--- config.mk ---
export PLATFORM = sky130hd
export DESIGN_NAME = imdq_ctrl
export DESIGN_NICKNAME = d
export VERILOG_FILES = /design/src/sv/imdq_pkg.sv /design/src/sv/imdq_ctrl.sv
export SDC_FILE = /design/constraint.sdc
export NUM_CORES = 1
export LEC_CHECK = 0
export ABC_CLOCK_PERIOD_IN_PS = 1200
export BUFFER_PORTS_ARGS = -buffer_cell sky130_fd_sc_hd__buf_2
export CAP_MARGIN = 20
export CORE_AREA = 2 2 39 41
export DETAILED_ROUTE_END_ITERATION = 16
export DIE_AREA = 0 0 41 43
export SLEW_MARGIN = 20
export SYNTH_ARGS = -nofsm -noshare
export SYNTH_HDL_FRONTEND = slang
export SYNTH_SLANG_ARGS = --single-unit
export TNS_END_PERCENT = 30
--- constraint.sdc ---
create_clock -name clk -period 1.2 [get_ports clk]
set_input_delay 0 -clock clk [delete_from_list [all_inputs] [get_ports clk]]
set_output_delay 0 -clock clk [all_outputs]
set_load 0.01 [all_outputs]
--- src/sv/imdq_pkg.sv ---
package imdq_pkg;

  localparam int CAPACITY    = 256;
  localparam int NODE_BITS   = 20;
  localparam int DEGREE_BITS = 20;
  localparam int FIELD_BITS  = 20;
  localparam int OP_BITS     = 2;
  localparam int STATUS_BITS = 2;
  localparam int SLOT_BITS   = $clog2(CAPACITY);
  localparam int COUNT_BITS  = $clog2(CAPACITY + 1);

  typedef logic [OP_BITS-1:0]     opcode_t;
  typedef logic [STATUS_BITS-1:0] status_t;
  typedef logic [FIELD_BITS-1:0]  field_t;
  typedef logic [NODE_BITS-1:0]   node_t;
  typedef logic [DEGREE_BITS-1:0] degree_t;
  typedef logic [SLOT_BITS-1:0]   slot_t;
  typedef logic [COUNT_BITS-1:0]  count_t;

  localparam opcode_t OP_ADD    = 2'd0;
  localparam opcode_t OP_UPDATE = 2'd1;
  localparam opcode_t OP_POP    = 2'd2;

  localparam status_t ST_DONE  = 2'd0;
  localparam status_t ST_EMPTY = 2'd1;
  localparam status_t ST_FULL  = 2'd2;

  localparam count_t COUNT_FULL = count_t'(CAPACITY);
  localparam slot_t  SLOT_LAST  = slot_t'(CAPACITY - 1);

  typedef struct packed {
    node_t   node;
    degree_t degree;
  } entry_t;

  typedef struct packed {
    logic start;
    logic scan;
    logic apply;
  } dp_cmd_t;

  typedef struct packed {
    logic scan_last;
  } dp_stat_t;

endpackage

--- src/sv/imdq_ctrl.sv ---
module imdq_ctrl (
  input  logic              clk,
  input  logic              rst,
  input  logic              req_valid,
  output logic              req_ready,
  output logic              rsp_valid,
  input  logic              rsp_ready,
  output imdq_pkg::dp_cmd_t cmd,
  input  imdq_pkg::dp_stat_t stat
);
  import imdq_pkg::*;

  typedef enum logic [4:0] {
    S_IDLE  = 5'b00001,
    S_SCAN  = 5'b00010,
    S_DRAIN = 5'b00100,
    S_APPLY = 5'b01000,
    S_RESP  = 5'b10000
  } state_t;

  state_t state;
  state_t state_next;

  always_ff @(posedge clk) begin
    if (rst) begin
      state <= S_IDLE;
    end else begin
      state <= state_next;
    end
  end

  always_comb begin
    state_next = state;
    case (state)
      S_IDLE: begin
        if (req_valid) begin
          state_next = S_SCAN;
        end
      end
      S_SCAN: begin
        if (stat.scan_last) begin
          state_next = S_DRAIN;
        end
      end
      S_DRAIN: begin
        state_next = S_APPLY;
      end
      S_APPLY: begin
        state_next = S_RESP;
      end
      S_RESP: begin
        if (rsp_ready) begin
          state_next = S_IDLE;
        end
      end
      default: begin
        state_next = S_IDLE;
      end
    endcase
  end

  assign req_ready = (state == S_IDLE);
  assign rsp_valid = (state == S_RESP);
  assign cmd.start = req_valid && (state == S_IDLE);
  assign cmd.scan  = (state == S_SCAN);
  assign cmd.apply = (state == S_APPLY);

endmodule

# Word level (Yosys, flattened, before mapping)
# Cells that the tools add are included.
[op_classes]
mux = 4
bitwise = 0
magnitude_cmp = 0
n_reduce_logical = 2
multipliers = 0
n_eq_ne = 8
shifts = 0
addsub = 0
div = 0
[ops]
columns = ["operator", "n"]
rows = [
  ["$pmux 5 s5", 1],
  ["$mux 5", 3],
  ["$eq 5x1->1 const B", 1],
  ["$eq 5x2->1 const B", 1],
  ["$eq 5x3->1 const B", 1],
  ["$eq 5x4->1 const B", 1],
  ["$eq 5x5->1 const B", 1],
  ["$ne 2x1->1 const B", 2],
  ["$reduce_and 3->1", 1],
  ["$ne 2x2->1 const B", 1],
  ["$logic_and 1x1->1", 1],
]
[word_totals]
latchBits = 0
wordCells = 15
register_bits = 5
out_inout_bits = 5
memories = 0
ramBits = 0
in_bits = 5
romBits = 0

# Longest topological paths before layout
# Gate-level depths: netlist (run 1).
[logic_depth]
ltp_word = 3
mapped_depth = 4
mapped_depth_nobuf = 4

# Worst setup path after synthesis (run 1)
# Ideal clock, no wire load.
[synth_timing]
path_type = "flip-flop to flip-flop"
startpoint = "reg state[3]"
endpoint = "reg state[2]"
synth_period_minus_slack_ps = 1337
path_slack_ps = -137
n_path_buf = 0
arrival_time_ps = 1276
path_stages_with_launch = 4
setup_time_ps = 61
required_time_ps = 1139
path_cell_list = "dfxtp_1 or3_4 nor3b_1 and3_1"
[synth_lines]
columns = ["item", "line_no", "source"]
rows = [
  ["start, declared", "imdq_ctrl.sv:21", "state_t state;"],
  ["start signal, assigned", "imdq_ctrl.sv:28", "state <= state_next;"],
]

==> reports/metrics.yaml, run 1 <==
status: "finished with violations"
violations: "negative setup slack"
relSlewSlack_pct: 85.0
grt_max_degree: 6
clk_path_buf_depth: 2
overflow: 0
vias: 322
worst_slew_pin_slew_ns: 0.223
final_cells: 73
path_clk_slew_ns: 0.05
initial_core_util_pct: 21.5
crit_path_end_kind: "primary output"
fin_crit_sh_pct: 119
slew_viol_final: 0
die_h_um: 43
die-area_mm2: 0.00176
multi_input_area_um2: 224
syn_avg_cell_area_um2: 9.31
ys_seq_area_share_pct: 33.6
placed_area_um2: 442
cp-start-kind: "flip-flop"
cp.arrival_ns: 1.42
fin_area_um2: 537
required_ns: 1.20
finalNetCount: 63
synth-main-ff-cell: "dfxtp_1"
grt_util_all_layers_pct: 11.0
hold_viol: 0
peakVddDrop_uv: 494
avgViaCountPerCell: 4.41
antenna_found_initial: 0
ys_seq_elements: 5
finalClockSkew_ns: 0.00569
critical_path_class: "reg -> out"
mostFrequentLayoutCell: "buf_4"
synthesis.area_um2: 298
nFillCells: 155
ys.warnings.count: 0
area_delta_synth_final_pct: 80.3
dp.cells: 65
finalSetupViolCount: 8
top_register: "state"
synthDistinctLibCells: 23
drt-total-wl_um: 808
syn_nets: 37
largest_register_ffs: 5
synth_edf_count: 0
leakage_nw: 0.256
portBuffers: 9
h-tree-depth: 1
clock.fmax_mhz: 702
async_flop_share_pct: 0
cts_sinks: 5
drtIter0Drc: 0
clock-root-buffer: "clkbuf_4"
power.density_mw_per_mm2: 1130
place_ws_ns: -0.109
largestRegisters: "state: 5 flops"
fin_crit_ns: 1.42
layout-drive-gt1-share_pct: 64.9
num_rows: 14
grt_setup_unrepaired: "yes"
cts_buffers: 3
pin_count: 10
gp_congestion: 0.710
grt_first_pass_wirelength_um: 1260
drc: 0
ff_latch_area_um2: 104
max_cap_violations: 0
mostFrequentLayoutCells: "10 x buf_4, 8 x buf_2, 3 x clkbuf_4, 3 x buf_6, 3 x dfxtp_2"
wl_per_cell_um: 11.1
clk_latency_ns: 0.24
power.total_mw: 0.607
antenna_left: 0
syn_inst: 32
grt_pass1_vias: 324
fin_ws_ns: -0.225
drt_pass1_iterations: 1
core_area_mm2: 0.00138
dp_hpwl_um: 593
die_w_um: 41
min_path_type: "in -> reg"
diodes: 0
cts_tree: "done"
critPathMaxFanout: 3
per-layer routing:
metal / GRT usage (%) / vias to the layer above / share of wire, %
li1: - / 163 / -
met1: 12.6 / 152 / 40
met2: 16.3 / 7 / 56
met3: 1.57 / 0 / 4.5
met4: 10.0 / 0 / 0
met5: 0 / - / 0
cell type report:
type | instances | area share, %
Clock buffer | 4 | 4.90
Inverter | 1 | 0.699
Multi-Input combinational cell | 25 | 41.7
Sequential cell | 5 | 19.3
Tap cell | 16 | 3.73
Timing Repair Buffer | 22 | 29.6
path summary, 6_finish.rpt:
| check | from | end | slack, ns | depth (start not counted) |
|---|---|---|---|---|
| min | stat | state[2] | 0.04 | 2 |
| max reg2reg | state[4] | state[1] | -0.16 | 5 |
| max | state[4] | cmd[2] | -0.22 | 5 |
| min reg2reg | state[3] | state[3] | 0.62 | 3 |
kinds of logic (layout without fill, tap and decap cells):
kind of cell / Yosys count / count (layout) / share of synthesized area [%]
xor+xnor: 1 / 1 / 2.94
flops: 5 / 5 / 33.6
buf+inv: 2 / 27 / 3.78
simple gates: 19 / 19 / 49.6
compound gates: 5 / 5 / 10.1
timing repair:
| action | 4_1_cts | 5_1_grt |
|---|---|---|
| pin swaps | 2 | 1 |
| setup buffers | 3 | 0 |
| hold buffers | 1 | 0 |
| setup endpoints to repair | 7 | 10 |
| gates resized for setup | 6 | 4 |
| endpoints found under the hold margin | 2 | 0 |
synthesized netlist by cell type (2+ instances only):
cell type	count	share of area (%)
nor2b_1	2	4.2
a21oi_1	2	3.4
dfxtp_1	5	34
and3_1	2	4.2
nor2_1	3	3.8
power breakdown:
group	switching, mW	internal [mW]
Clock	0.0705	0.126
Sequential	0.00515	0.177
Combinational	0.0957	0.132
Total	0.171	0.435
worst max-delay path, stage by stage, from the launching register on:
cell and delay, ns:
dfxtp_2 0.32, or3_4 0.40, nor2b_4 0.15, buf_6 0.10
and2_4 0.12, buf_6 0.09
stage by stage:
| stage | util [%] | setup TNS [ns] | hold WS (ns) |
|---|---|---|---|
| floorplan | - | -0.134 | 0.0710 |
| global placement | 31.9 | -0.181 | 0.218 |
| detailed placement | 31.9 | -0.224 | 0.222 |
| CTS | 37.5 | -1.03 | 0.0277 |
| global route | 38.8 | -1.48 | 0.0332 |
| finish | 38.8 | -1.07 | 0.0404 |
(Power assumes the default switching activity.)
==> inputs of run 2 (changes only) <==
--- a/config.mk
+++ b/config.mk
@@ -5,6 +5,7 @@
 export SDC_FILE = /design/constraint.sdc
 export NUM_CORES = 1
 export LEC_CHECK = 0
+export ABC_AREA = 1
 export ABC_CLOCK_PERIOD_IN_PS = 1200
 export BUFFER_PORTS_ARGS = -buffer_cell sky130_fd_sc_hd__buf_2
 export CAP_MARGIN = 20
==> run 2 against run 1 <==
  * The flow now finishes without violations
  * Die area unchanged
  * Clock power fell by 3%
  * Worst setup slack better by 0.29 ns
  * Largest cell class unchanged
  * Highest routed layer is now met4
==> reports/metrics.yaml, run 2 <==
cts_buffers: 3  # unchanged
max_cap_violations: 0  # unchanged
diodes: 0  # unchanged
cts_tree: "done"  # unchanged
hold_viol: 0  # unchanged
hold_start: "stat"  # unchanged
fin_crit_sh_pct: 94.8  # was 119%
overflow: 0  # unchanged
syn_avg_cell_area_um2: 6.51  # was 9.31 µm²
worst_slew_pin_slew_ns: 0.211  # was 0.223 ns
clock.fmax_mhz: 879  # was 702 MHz
clock-root-buffer: "clkbuf_4"  # unchanged
finalNetCount: 68  # was 63
area_delta_synth_final_pct: 31.0  # was 80.3%
synthesis.area_um2: 319  # was 298 µm²
drt-total-wl_um: 662  # was 808 µm
power.density_mw_per_mm2: 1140  # was 1130 mW/mm²
dp.cells: 73  # was 65
fin_ws_ns: 0.0625  # was -0.225 ns
peakVddDrop_uv: 344  # was 494 µV
pin_count: 10  # unchanged
ys_seq_elements: 5  # unchanged
drt_pass1_iterations: 4  # was 1
layout-drive-gt1-share_pct: 43.5  # was 64.9%
drc: 0  # unchanged
leakage_nw: 0.217  # was 0.256 nW
die_w_um: 41  # unchanged
critPathMaxFanout: 3  # unchanged
h-tree-depth: 1  # unchanged
die-area_mm2: 0.00176  # unchanged
grt_pass1_vias: 317  # was 324
ys_seq_area_share_pct: 31.4  # was 33.6%
portBuffers: 9  # unchanged
clk_latency_ns: 0.24  # about the same
netlist.area_leader.share_pct: 31.4  # was 33.6%
critical_path_class: "reg -> out"  # unchanged
synthDistinctLibCells: 15  # was 23
postCtsSetupRepairBufs: 0  # was 3
hold_ws_ns: 0.0598  # was 0.0404 ns
place_ws_ns: 0.208  # was -0.109 ns
r2r_start: "state[3]"  # was state[4]
power.total_mw: 0.476  # was 0.607 mW
synthMostInstantiatedCell: "inv_1"  # was dfxtp_1
synth-main-ff-cell: "dfxtp_1"  # unchanged
fin_area_um2: 418  # was 537 µm²
grt_util_all_layers_pct: 10.2  # was 11.0%
ys.warnings.count: 0  # unchanged
clk_path_buf_depth: 2  # unchanged
syn_inst: 49  # was 32
path_clk_slew_ns: 0.04  # was 0.05 ns
cp.arrival_ns: 1.14  # was 1.42 ns
largestRegisters: "state: 5 flops"  # unchanged
grt_first_pass_wirelength_um: 1120  # was 1260 µm
synth.largest_area_cell: "dfxtp_1"  # unchanged
syn_nets: 54  # was 37
slew_viol_final: 0  # unchanged
drtIter0Drc: 8  # was 0
antenna_found_initial: 0  # unchanged
min_path_type: "in -> reg"  # unchanged
grt_max_degree: 6  # unchanged
dp_hpwl_um: 556  # was 593 µm
core_area_mm2: 0.00138  # unchanged
wl_per_cell_um: 8.49  # was 11.1 µm
largest_register_ffs: 5  # unchanged
mostFrequentLayoutCells: "9 x buf_2, 8 x inv_1, 6 x nor2_1"  # was 10 x buf_4, 8 x buf_2, 3 x clkbuf_4, 3 x buf_6, 3 x dfxtp_2
finalClockSkew_ns: 0.00137  # was 0.00569 ns
synth_edf_count: 0  # unchanged
finalSetupViolCount: 0  # was 8
async_flop_share_pct: 0  # unchanged
gp_congestion: 0.717  # was 0.710
grt_setup_unrepaired: "yes"  # unchanged
crit_path_end_kind: "primary output"  # unchanged
ys_top_cells_by_count: "8 x inv_1, 7 x nor2_1, 5 x dfxtp_1, 5 x nand2_1, 4 x inv_2"  # was 5 x dfxtp_1, 3 x nor2_1, 2 x a21oi_1, 2 x and3_1, 2 x nor2b_1
num_rows: 14  # unchanged
status: "finished clean"  # was finished with violations
ys_top_cells_by_area: "dfxtp_1 31%, inv_1 9.4%, nor2_1 8.2%"  # was dfxtp_1 34%, nor4b_4 8.0%, and3_1 4.2%
vias: 333  # was 322
fin_crit_ns: 1.14  # was 1.42 ns
mostFrequentLayoutCell: "buf_2"  # was buf_4
placed_area_um2: 377  # was 442 µm²
cp-start-kind: "flip-flop"  # unchanged
relSlewSlack_pct: 85.9  # was 85.0%
cts_sinks: 5  # unchanged
die_h_um: 43  # unchanged
final_cells: 78  # was 73
avgViaCountPerCell: 4.27  # was 4.41
antenna_left: 0  # unchanged
top_register: "state"  # unchanged
initial_core_util_pct: 23.1  # was 21.5%
critPathLaunch: "state[3]"  # was state[4]
required_ns: 1.20  # about the same
[run 2: cell count changes in the layout (fill, tap and decap cells not counted), moves of 3 or more]
cell,previous run,this run
inv_1,1,8
nand4_1,0,3
nand2_1,1,5
nor2_2,1,4
nor2_1,2,6
buf_4,10,0
inv_2,0,4
nand2_2,0,3
buf_6,3,0
[run 2: timing repair]
item	4_1_cts	5_1_grt
resized for setup	0	3
hold buffers	1	0
setup endpoints to repair	0	3
hold endpoints to repair	4	0
[run 2: logic make-up (layout without fill, tap and decap cells)]
kind of cell	count (synthesis)	after routing	synth area share (%)
compound gates	5	5	8.63
simple gates	26	26	43.5
flops	5	5	31.4
buf+inv	13	26	16.5
[run 2: cell type report]
| class | instances | area (µm²) |
|---|---|---|
| Clock buffer | 4 | 26.3 |
| Fill cell | 159 | 966 |
| Inverter | 12 | 45.0 |
| Multi-Input combinational cell | 31 | 169 |
| Sequential cell | 5 | 103 |
| Tap cell | 16 | 20.0 |
| Timing Repair Buffer | 10 | 55.1 |
[run 2: worst max-delay path: stages, from the launching register on]
cell     delay, ns
dfxtp_1       0.31
inv_1         0.08
nand2_2       0.06
nor2_2        0.13
nand2_2       0.09
nor2_4        0.09
buf_2         0.13
[run 2: routing by layer]
layer  share of wire (%)  track usage [%]  up-vias
met5                   0                0        -
met4                 1.8             10.0        0
met3                 6.2             4.71        2
met2                  46             14.4       11
met1                  45             10.0      144
li1                    -                -      176
[run 2: worst paths after layout]
| path | to | slack [ns] | cells after the start |
|---|---|---|---|
| worst max register to register | state[0] | 0.20 | 6 |
| worst min register to register | state[3] | 0.54 | 3 |
| worst min-delay path | state[2] | 0.06 | 3 |
| worst max-delay path | cmd[2] | 0.06 | 6 |
[run 2: metrics by stage]
step           util [%]  setup TNS, ns
2_1_floorplan         -              0
3_3_place_gp       27.2              0
3_5_place_dp       27.2              0
4_1_cts            29.8              0
5_1_grt            30.2        -0.0331
6_report           30.2              0
[run 2: report_power, final]
| part | switching, mW | internal [mW] | leakage [nW] | total, mW |
|---|---|---|---|---|
| logic | 0.0603 | 0.0408 | 0.161 | 0.101 |
| clock network | 0.0653 | 0.125 | 0.0150 | 0.191 |
| registers | 0.00811 | 0.176 | 0.0411 | 0.184 |
==> inputs of run 3 (changes only) <==
--- a/config.mk
+++ b/config.mk
@@ -10,8 +10,10 @@
 export BUFFER_PORTS_ARGS = -buffer_cell sky130_fd_sc_hd__buf_2
 export CAP_MARGIN = 20
 export CORE_AREA = 2 2 39 41
+export CTS_CLUSTER_DIAMETER = 80
 export DETAILED_ROUTE_END_ITERATION = 16
 export DIE_AREA = 0 0 41 43
+export PLACE_DENSITY_LB_ADDON = 0.2
 export SLEW_MARGIN = 20
 export SYNTH_ARGS = -nofsm -noshare
 export SYNTH_HDL_FRONTEND = slang
==> run 3 against run 2 <==
  * Die area unchanged
  * Worst setup slack improved by 0.035 ns
  * Routed wire length increased by 2.7%
  * Fmax increased by 3.2%
  * Combinational power increased by 5%
  * Worst hold slack got worse by 0.015 ns
  * Non-clock buffer count unchanged
  * First-iteration DRC count decreased by 100%
==> reports/metrics.yaml, run 3 (synthesized netlist as in run 2, its figures left out) <==
status: "finished clean"  # unchanged
ff_latch_area_um2: 101  # was 103 µm²
peakVddDrop_uv: 448  # was 344 µV
relSlewSlack_pct: 83.9  # was 85.9%
hold_viol: 0  # unchanged
critPathLaunch: "state[3]"  # unchanged
fin_crit_ns: 1.10  # was 1.14 ns
drc: 0  # unchanged
leakage_nw: 0.221  # was 0.217 nW
crit_path_end_kind: "primary output"  # unchanged
grt_util_all_layers_pct: 10.4  # was 10.2%
antenna_found_initial: 0  # unchanged
mostFrequentLayoutCells: "8 x inv_1, 8 x buf_2, 6 x nor2_1"  # was 9 x buf_2, 8 x inv_1, 6 x nor2_1
h-tree-depth: 1  # unchanged
slew_viol_final: 0  # unchanged
avgViaCountPerCell: 4.01  # was 4.27
reg2reg_depth: 4  # was 6
dp_hpwl_um: 589  # was 556 µm
grt_pass1_vias: 296  # was 317
portBuffers: 9  # unchanged
cts_tree: "done"  # unchanged
clk_latency_ns: 0.24  # about the same
cts_sinks: 5  # unchanged
multi_input_area_um2: 174  # was 169 µm²
placed_area_um2: 377  # unchanged
core_area_mm2: 0.00138  # unchanged
hold_end: "state[2]"  # unchanged
diodes: 0  # unchanged
fin_crit_sh_pct: 91.9  # was 94.8%
max_cap_violations: 0  # unchanged
fin_area_um2: 428  # was 418 µm²
r2r_start: "state[3]"  # unchanged
grt_max_degree: 6  # unchanged
vias: 313  # was 333
pin_count: 10  # unchanged
nFillCells: 165  # was 159
place_ws_ns: 0.181  # was 0.208 ns
die-area_mm2: 0.00176  # unchanged
clock.fmax_mhz: 907  # was 879 MHz
layout-drive-gt1-share_pct: 41.9  # was 43.5%
final_core_util_pct: 30.9  # was 30.2%
drt-total-wl_um: 680  # was 662 µm
fin_ws_ns: 0.0975  # was 0.0625 ns
power.total_mw: 0.476  # about the same
finalSetupViolCount: 0  # unchanged
clk_path_buf_depth: 2  # unchanged
critical_path_class: "reg -> out"  # unchanged
overflow: 0  # unchanged
clock-root-buffer: "clkbuf_4"  # unchanged
reg2reg_to: "state[0]"  # unchanged
gp_congestion: 0.724  # was 0.717
top_register: "state"  # unchanged
die_h_um: 43  # unchanged
min_path_cells: 3  # unchanged
drt_pass1_iterations: 1  # was 4
hold_ws_ns: 0.0443  # was 0.0598 ns
use_met1_pct: 11.6  # was 10.0%
critPathMaxFanout: 3  # unchanged
use_met3_pct: 4.71  # unchanged
grt-busiest-layer: "met2"  # unchanged
initial_core_util_pct: 23.1  # unchanged
drtIter0Drc: 0  # was 8
hold_start: "stat"  # unchanged
largestRegisters: "state: 5 flops"  # unchanged
power.density_mw_per_mm2: 1110  # was 1140 mW/mm²
area_delta_synth_final_pct: 34.1  # was 31.0%
path_clk_slew_ns: 0.04  # about the same
wl_per_cell_um: 8.72  # was 8.49 µm
antenna_left: 0  # unchanged
cp-start-kind: "flip-flop"  # unchanged
grt_setup_unrepaired: "yes"  # unchanged
die_w_um: 41  # unchanged
min_path_type: "in -> reg"  # unchanged
finalNetCount: 68  # unchanged
cts_buffers: 3  # unchanged
cp_cell_sequence: "inv_1 -> nand2_2 -> nor2_4 -> nand2_2 -> nor2_4 -> buf_6"  # was inv_1 -> nand2_2 -> nor2_2 -> nand2_2 -> nor2_4 -> buf_2
cp.arrival_ns: 1.10  # was 1.14 ns
largest_register_ffs: 5  # unchanged
num_rows: 14  # unchanged
critPathSlowestCell: "dfxtp_1"  # unchanged
gr-usage-met2_pct: 15.3  # was 14.4%
rrSetupSlack_ns: 0.17  # was 0.20 ns
slowest_delay_ns: 0.31  # about the same
required_ns: 1.20  # about the same
grt_first_pass_wirelength_um: 1180  # was 1120 µm
worst_slew_pin_slew_ns: 0.241  # was 0.211 ns
finalClockSkew_ns: 0.00279  # was 0.00137 ns
## run 3: metrics by stage
step / TNS [ns] / instances
floorplan: 0 / 49
global placement: 0 / 73
detailed placement: 0 / 73
CTS: 0 / 78
global route: -0.0188 / 78
finish: 0 / 78
## run 3: repair_timing
action                                  CTS  global route
hold endpoints to repair                  4             0
hold buffers                              1             0
endpoints found under the setup margin    0             4
resized for setup                         0             4
buffers inserted                          0             0
## run 3: power by group
group | internal [mW] | switching (mW)
logic | 0.0454 | 0.0607
clock network | 0.125 | 0.0616
registers | 0.175 | 0.00783
total | 0.346 | 0.130
## run 3: how the worst max path moves through the flow
stage / endpoint / slack (ns) / depth (start not counted)
2_1_floorplan: state[1] / 0.27 / 7
3_3_place_gp: state[0] / 0.16 / 4
3_5_place_dp: state[0] / 0.18 / 6
4_1_cts: cmd[2] / 0.04 / 6
5_1_grt: cmd[2] / -0.01 / 6
6_report: cmd[2] / 0.1 / 6
## run 3: critical path, delay by kind of cell (launching register included)
family | cells | cell delay (ns)
and+or+nand+nor | 4 | 0.36
DFF | 1 | 0.31
buffers and inverters | 2 | 0.19
## run 3: cell type report
type	instances	area share, %
multi-input cells	31	40.6
clock buffers	4	6.14
flip-flops and latches	5	23.7
well taps	16	4.68
repair buffers	10	14.3
inverters	12	10.5
## run 3: per-layer routing
| layer | routed length [µm] | up-vias |
|---|---|---|
| li1 | - | 175 |
| met1 | 270 | 136 |
| met2 | 389 | 2 |
| met3 | 20 | 0 |
| met4 | 0 | 0 |
| met5 | 0 | - |
